File: src/hw/rtl/mild_pkg.sv
// Shared types and constants for the sync/ID/length deframer.
// Used by magic_id_length_deframer_unit and mild_checker; no dependencies.
package mild_pkg;

    localparam int unsigned ADDR_W  = 5;
    localparam int unsigned DATA_W  = 32;
    localparam int unsigned LEN_W   = 7;
    localparam int unsigned INDEX_W = 6;
    localparam int unsigned OUT_W   = 24;

    localparam logic [7:0] SYNC_RESET = 8'h7F;
    localparam logic [LEN_W-1:0] LEN_RESET = 7'd1;

    // Known frame IDs
    localparam logic [7:0] ID_HEARTBEAT     = 8'd4;
    localparam logic [7:0] ID_MOTION_RATE   = 8'd6;
    localparam logic [7:0] ID_GIMBAL        = 8'd12;
    localparam logic [7:0] ID_FIRING        = 8'd13;
    localparam logic [7:0] ID_SURVEIL       = 8'd15;
    localparam logic [7:0] ID_AIM           = 8'd16;
    localparam logic [7:0] ID_NAVIGATING    = 8'd17;

    // Register index (byte address / 4)
    typedef enum logic [2:0] {
        REG_SYNC_BYTE         = 3'd0,
        REG_LEN_HEARTBEAT     = 3'd1,
        REG_LEN_CHASSIS_SPEED = 3'd2,
        REG_LEN_GIMBAL        = 3'd3,
        REG_LEN_FIRING        = 3'd4,
        REG_LEN_SURVEIL       = 3'd5,
        REG_LEN_AIM           = 3'd6,
        REG_LEN_NAVIGATING    = 3'd7
    } cfg_reg_t;

endpackage

File: src/hw/rtl/magic_id_length_deframer_unit.sv
// An accepted payload byte passes the input register and then the result register before it is
// shown on m_tvalid/m_tdata. Throughput: one item per cycle, set by the compare/counter
// step between the two registers; stalls only on m_tready.
// Reset (rst_n low, asynchronous): parser hunts for sync, pipeline empty,
// sync_byte = 0x7F, all length registers = 1.
// Depends on mild_pkg.
module magic_id_length_deframer_unit #(
    parameter int unsigned MAX_PAYLOAD = 64
) (
    input  logic                        clk,
    input  logic                        rst_n,
    // input stream
    input  logic                        s_tvalid,
    output logic                        s_tready,
    input  logic [7:0]                  s_tdata,   // [7:0] rx_byte
    // result stream
    output logic                        m_tvalid,
    input  logic                        m_tready,
    output logic [mild_pkg::OUT_W-1:0]  m_tdata,   // [7:0] frame_id, [15:8] payload_byte,
                                                   // [21:16] byte_index, [23:22] zero
    output logic                        m_tlast,   // last_byte
    // configuration
    input  logic                        psel,
    input  logic                        penable,
    input  logic                        pwrite,
    input  logic [mild_pkg::ADDR_W-1:0] paddr,
    input  logic [mild_pkg::DATA_W-1:0] pwdata,
    output logic [mild_pkg::DATA_W-1:0] prdata,
    output logic                        pready
);
    import mild_pkg::*;

    typedef enum logic [1:0] {
        PH_HUNT = 2'd0,
        PH_ID   = 2'd1,
        PH_DATA = 2'd2
    } phase_t;

    localparam logic [7:0] MaxLen = 8'(MAX_PAYLOAD);

    // configuration registers
    logic [7:0]       sync_byte_reg;
    logic [LEN_W-1:0] len_heartbeat_reg;
    logic [LEN_W-1:0] len_chassis_speed_reg;
    logic [LEN_W-1:0] len_gimbal_reg;
    logic [LEN_W-1:0] len_firing_reg;
    logic [LEN_W-1:0] len_surveil_reg;
    logic [LEN_W-1:0] len_aim_reg;
    logic [LEN_W-1:0] len_navigating_reg;

    logic     cfg_write;
    cfg_reg_t cfg_sel;

    // input stage
    logic       in_valid_reg;
    logic [7:0] in_byte_reg;

    // parser state and result register
    phase_t           phase_reg, phase_next;
    logic [7:0]       held_id_reg, held_id_next;
    logic [LEN_W-1:0] frame_len_reg, frame_len_next;
    logic [LEN_W-1:0] byte_pos_reg, byte_pos_next;
    logic             out_valid_reg, out_valid_next;
    logic [7:0]       out_id_reg, out_id_next;
    logic [7:0]       out_byte_reg, out_byte_next;
    logic [INDEX_W-1:0] out_index_reg, out_index_next;
    logic             out_last_reg, out_last_next;

    logic             out_free;
    logic             step;
    logic             id_known;
    logic [LEN_W-1:0] id_len;
    logic [LEN_W-1:0] id_len_sat;
    logic [LEN_W:0]   pos_inc;
    logic             is_last;

    assign pready    = 1'b1;
    assign cfg_write = psel && penable && pwrite;
    assign cfg_sel   = cfg_reg_t'(paddr[ADDR_W-1:2]);

    always_ff @(posedge clk or negedge rst_n)
    begin
        if (!rst_n)
        begin
            sync_byte_reg         <= SYNC_RESET;
            len_heartbeat_reg     <= LEN_RESET;
            len_chassis_speed_reg <= LEN_RESET;
            len_gimbal_reg        <= LEN_RESET;
            len_firing_reg        <= LEN_RESET;
            len_surveil_reg       <= LEN_RESET;
            len_aim_reg           <= LEN_RESET;
            len_navigating_reg    <= LEN_RESET;
        end
        else if (cfg_write)
        begin
            case (cfg_sel)
                REG_SYNC_BYTE:         sync_byte_reg         <= pwdata[7:0];
                REG_LEN_HEARTBEAT:     len_heartbeat_reg     <= pwdata[LEN_W-1:0];
                REG_LEN_CHASSIS_SPEED: len_chassis_speed_reg <= pwdata[LEN_W-1:0];
                REG_LEN_GIMBAL:        len_gimbal_reg        <= pwdata[LEN_W-1:0];
                REG_LEN_FIRING:        len_firing_reg        <= pwdata[LEN_W-1:0];
                REG_LEN_SURVEIL:       len_surveil_reg       <= pwdata[LEN_W-1:0];
                REG_LEN_AIM:           len_aim_reg           <= pwdata[LEN_W-1:0];
                REG_LEN_NAVIGATING:    len_navigating_reg    <= pwdata[LEN_W-1:0];
                default: ;
            endcase
        end
    end

    always_comb
    begin
        case (cfg_sel)
            REG_SYNC_BYTE:         prdata = DATA_W'(sync_byte_reg);
            REG_LEN_HEARTBEAT:     prdata = DATA_W'(len_heartbeat_reg);
            REG_LEN_CHASSIS_SPEED: prdata = DATA_W'(len_chassis_speed_reg);
            REG_LEN_GIMBAL:        prdata = DATA_W'(len_gimbal_reg);
            REG_LEN_FIRING:        prdata = DATA_W'(len_firing_reg);
            REG_LEN_SURVEIL:       prdata = DATA_W'(len_surveil_reg);
            REG_LEN_AIM:           prdata = DATA_W'(len_aim_reg);
            REG_LEN_NAVIGATING:    prdata = DATA_W'(len_navigating_reg);
            default:               prdata = '0;
        endcase
    end

    // ID lookup
    always_comb
    begin
        id_known = 1'b1;
        case (in_byte_reg)
            ID_HEARTBEAT:     id_len = len_heartbeat_reg;
            ID_MOTION_RATE:   id_len = len_chassis_speed_reg;
            ID_GIMBAL:        id_len = len_gimbal_reg;
            ID_FIRING:        id_len = len_firing_reg;
            ID_SURVEIL:       id_len = len_surveil_reg;
            ID_AIM:           id_len = len_aim_reg;
            ID_NAVIGATING:    id_len = len_navigating_reg;
            default:
            begin
                id_known = 1'b0;
                id_len   = '0;
            end
        endcase
        // clamp to MAX_PAYLOAD; MaxLen is below id_len here, so it fits
        if ({1'b0, id_len} > MaxLen)
            id_len_sat = MaxLen[LEN_W-1:0];
        else
            id_len_sat = id_len;
    end

    assign out_free = !out_valid_reg || m_tready;
    assign step     = in_valid_reg && out_free;
    assign s_tready = !in_valid_reg || out_free;
    assign pos_inc  = {1'b0, byte_pos_reg} + 1'b1;
    assign is_last  = pos_inc >= {1'b0, frame_len_reg};

    always_comb
    begin
        phase_next     = phase_reg;
        held_id_next   = held_id_reg;
        frame_len_next = frame_len_reg;
        byte_pos_next  = byte_pos_reg;
        out_valid_next = out_valid_reg && !m_tready;
        out_id_next    = out_id_reg;
        out_byte_next  = out_byte_reg;
        out_index_next = out_index_reg;
        out_last_next  = out_last_reg;

        if (step)
        begin
            case (phase_reg)
                PH_HUNT:
                begin
                    if (in_byte_reg == sync_byte_reg)
                        phase_next = PH_ID;
                end
                PH_ID:
                begin
                    held_id_next = in_byte_reg;
                    // unknown ID or zero length: back to hunting, byte not rechecked
                    if (!id_known || id_len_sat == '0)
                        phase_next = PH_HUNT;
                    else
                    begin
                        frame_len_next = id_len_sat;
                        byte_pos_next  = '0;
                        phase_next     = PH_DATA;
                    end
                end
                PH_DATA:
                begin
                    out_valid_next = 1'b1;
                    out_id_next    = held_id_reg;
                    out_byte_next  = in_byte_reg;
                    out_index_next = byte_pos_reg[INDEX_W-1:0];
                    out_last_next  = is_last;
                    byte_pos_next  = pos_inc[LEN_W-1:0];
                    if (is_last)
                        phase_next = PH_HUNT;
                end
                default:
                begin
                    phase_next = PH_HUNT;
                end
            endcase
        end
    end

    always_ff @(posedge clk or negedge rst_n)
    begin
        if (!rst_n)
        begin
            in_valid_reg  <= 1'b0;
            in_byte_reg   <= '0;
            phase_reg     <= PH_HUNT;
            held_id_reg   <= '0;
            frame_len_reg <= '0;
            byte_pos_reg  <= '0;
            out_valid_reg <= 1'b0;
            out_id_reg    <= '0;
            out_byte_reg  <= '0;
            out_index_reg <= '0;
            out_last_reg  <= 1'b0;
        end
        else
        begin
            if (s_tready)
            begin
                in_valid_reg <= s_tvalid;
                in_byte_reg  <= s_tdata;
            end
            phase_reg     <= phase_next;
            held_id_reg   <= held_id_next;
            frame_len_reg <= frame_len_next;
            byte_pos_reg  <= byte_pos_next;
            out_valid_reg <= out_valid_next;
            out_id_reg    <= out_id_next;
            out_byte_reg  <= out_byte_next;
            out_index_reg <= out_index_next;
            out_last_reg  <= out_last_next;
        end
    end

    assign m_tvalid = out_valid_reg;
    assign m_tdata  = {2'b00, out_index_reg, out_byte_reg, out_id_reg};
    assign m_tlast  = out_last_reg;

endmodule

File: config.mk
export PLATFORM = sky130hd
export DESIGN_NAME = magic_id_length_deframer_unit
export DESIGN_NICKNAME = d
export VERILOG_FILES = /design/src/hw/rtl/mild_pkg.sv /design/src/hw/rtl/magic_id_length_deframer_unit.sv
export SDC_FILE = /design/constraint.sdc
export NUM_CORES = 1
export LEC_CHECK = 0
export BUFFER_PORTS_ARGS = -buffer_cell sky130_fd_sc_hd__clkbuf_2
export CORE_UTILIZATION = 30
export CTS_BUF_LIST = sky130_fd_sc_hd__clkbuf_2 sky130_fd_sc_hd__clkbuf_4 sky130_fd_sc_hd__clkbuf_8
export CTS_CLUSTER_DIAMETER = 200
export CTS_CLUSTER_SIZE = 30
export DETAILED_ROUTE_END_ITERATION = 16
export PLACE_DENSITY = 0.59
export SLEW_MARGIN = 20
export SYNTH_ARGS = -nofsm -noshare
export SYNTH_HDL_FRONTEND = slang
export SYNTH_SLANG_ARGS = --single-unit
File: constraint.sdc
create_clock -name clk -period 7.68 [get_ports clk]
set_input_delay 2.304 -clock clk [delete_from_list [all_inputs] [get_ports clk]]
set_output_delay 2.304 -clock clk [all_outputs]
set_load 0.005 [all_outputs]
==> impl_metrics.toml <==
[power]
peakVddDrop_mv = 0.0944
p_per_area_mw_per_mm2 = 262
leakage_nw = 3.19

[cts]
clock-sinks = 114
numCtsBuffers = 17
cts-resized-gates = 0
clock_latency_ns = 0.44
cts_setup_buffers = 0
cts_tree = "built"
cts_root_buf = "clkbuf_8"
htree_levels = 4
clk_pin_slew_ns = 0.07
clock_tree.buffer_depth = 2
cts_hold_buffers = 0

[worst_setup_path]
path_common_cell = "clkbuf_2"
required_ns = 5.38
cp-start-kind = "primary input"
critPathMaxStageDelay_ns = 0.48
arrival_ns = 3.86
critical_path_class = "primary input to primary output"
worstPathMaxFanout = 22
r2r_end = "frame_len_reg[5]"
crit_end = "prdata[4]"
path_depth = 8
crit_chain = "clkbuf_2, inv_1, and3_1, a31oi_1, o221ai_1, o41ai_1, nand2_1, clkbuf_2"
reg2regPathDepth = 7
rr_startpoint = "in_byte_reg[0]"
cp_slowest_cell = "clkbuf_2"
crit_buf_inv = 3
cpLargestDelayFamily = "buffers and inverters"
worstSetupStartpoint = "paddr[2]"
end_kind = "primary output"
r2r_slack_ns = 4.57

[final_layout]
fillers = 1976
nets = 667
diodes = 0
drive_gt1_share_pct = 33.5
layout.cells.non_filler = 885
syn_to_final_growth_pct = 13.0
final_area_mm2 = 0.00677

[routing]
firstDrtPassIters = 5
ant_nets = 0
drt-wirelength-per-cell_um = 16.1
drc = 0
totalWireLength_mm = 14.2
via_per_inst = 4.70
drtIter0Drc = 266
vias = 4157

[global_route]
antenna_found_initial = 0
grt_use_total_pct = 14.8
overflow = 0
grt_first_pass_wirelength_mm = 22.3
grt_max_degree = 59
grt_pass1_vias = 3987

[floorplanning]
io_pins = 112
dieArea_mm2 = 0.0205
row_count = 51
die_w_um = 143
core_mm2 = 0.0195
fp.dieH_um = 143
start_util_pct = 30.7

[timing]
clock_skew_ns = 0.0109
worst_pin_slew_ns = 1.08
rsz0062_at_grt = "false"
hold_viol_final = 0
fin_crit_sh_pct = 80.2
period_needed_ns = 6.16
relSlewSlack_pct = 28.1
setup_viol = 0
clock.fmax_mhz = 162
finalSetupTns_ns = 0
fin_ws_ns = 1.52
slew_violations = 0

[synthesis]
yosys_warnings = 0
netlist.area_leader.share_pct = 41.8
ys_ff_latch = 114
synth_ff_type = "dfrtp_1"
synth_cells = 553
synth.area.top_cells = "dfrtp_1 (42%), mux2_2 (14%), nand2_1 (7.1%)"
async_flop_share_pct = 100
seq_area_frac_synth_pct = 47.9
syn_area_mm2 = 0.00599
ys_types = 57
synth_area_leader_cell = "dfrtp_1"
synth_edf_count = 0
avgSynthCellArea_um2 = 10.8

[placed_design]
port_buffers = 58
place_area_mm2 = 0.00642
place_ws_ns = 1.47
routabilityCongestion = 0.780
hpwl_mm = 9.53
dpl.cell_count = 853

[run]
maxCapViolations = 0

[min_path]
hold_class = "flop to flop"

[outcome]
status = "completed"
cells in the mapped netlist (4+ instances only):
| master | count |
|---|---|
| nand2_1 | 113 |
| dfrtp_1 | 100 |
| mux2_2 | 76 |
| buf_4 | 27 |
| nor2_1 | 27 |
| mux2i_1 | 18 |
| o21ai_0 | 18 |
| clkbuf_1 | 14 |
| dfstp_2 | 14 |
| a21oi_1 | 12 |
| xor2_1 | 12 |
| inv_1 | 11 |
| nand3_1 | 9 |
| ha_1 | 8 |
| mux4_2 | 7 |
| xnor2_1 | 7 |
| buf_2 | 5 |
| nor3_1 | 5 |
| and3_1 | 4 |
| nand2b_1 | 4 |
| nand4_1 | 4 |
| o2bb2ai_1 | 4 |
worst min-delay path by stage:
stage                   start             to  slack (ns)  cells past startpoint
3_5_place_dp   held_id_reg[4]  out_id_reg[4]        0.45                      2
6_report       held_id_reg[0]  out_id_reg[0]        0.46                      2
2_1_floorplan  held_id_reg[0]  out_id_reg[0]        0.43                      2
4_1_cts        held_id_reg[0]  out_id_reg[0]        0.46                      2
5_1_grt        held_id_reg[0]  out_id_reg[0]        0.50                      2
3_3_place_gp   held_id_reg[4]  out_id_reg[4]        0.45                      2
where the power goes:
part / switching, mW / internal [mW] / total (mW)
Clock: 0.250 / 0.247 / 0.497
Sequential: 0.114 / 0.733 / 0.847
Combinational: 0.218 / 0.213 / 0.432
Total: 0.583 / 1.19 / 1.78
layout make-up:
| cell class | instances | area (um2) | share of cell area (%) |
|---|---|---|---|
| flip-flops and latches | 114 | 2870 | 42.4 |
| well taps | 265 | 332 | 4.90 |
| clock inverters | 10 | 61.3 | 0.905 |
| inverters | 12 | 45.0 | 0.665 |
| clock buffers | 22 | 284 | 4.19 |
| repair buffers | 62 | 323 | 4.77 |
| multi-input cells | 400 | 2860 | 42.2 |
layout by cell type (no fill, tap or decap), types with 4 or more instances in the layout:
cell	instances
clkinv_2	6
nand2_1	113
a21oi_1	12
inv_1	11
nand4_1	4
conb_1	27
mux4_2	7
o21ai_0	18
dfrtp_1	100
buf_4	5
xnor2_1	7
clkbuf_8	19
clkbuf_2	57
dfstp_2	14
mux2i_1	18
and3_1	4
nand3_1	8
xor2_1	12
mux2_2	76
nor2_1	27
nor3_1	4
o2bb2ai_1	4
nand2b_1	4
ha_1	8
per-stage QoR:
stage	hold slack, ns	power, mW	utilization [%]
global placement	0.450	1.29	32.9
finish	0.459	1.78	34.7
detailed placement	0.449	1.29	32.9
global route	0.505	1.90	34.7
floorplan	0.435	1.15	-
CTS	0.463	1.80	34.7
worst register-to-register path, cell delays in order (launching register included):
cell	delay, ns
dfrtp_1	1.00
mux2i_1	0.36
nor3_1	0.08
a221oi_1	0.33
nand4_1	0.18
nor4_2	0.49
a21oi_4	0.23
mux2_4	0.34
cells by family after synthesis:
kind of cell	count (synthesis)	share of synthesized area [%]
compound gates	60	6.97
simple gates	183	14.0
mux	103	20.4
fa+ha+maj	8	1.67
flops	114	47.9
buf+inv	64	6.18
xor+xnor	19	2.78
other cells	2	0.125
routing by layer:
metal / wire [um] / global-route usage [%] / part of all wire [%]
met5: 0 / 0 / 0
met4: 286 / 5.71 / 2.0
met3: 550 / 3.80 / 3.9
met2: 7110 / 24.2 / 50
met1: 6260 / 18.6 / 44
(Power assumes the default switching activity.)
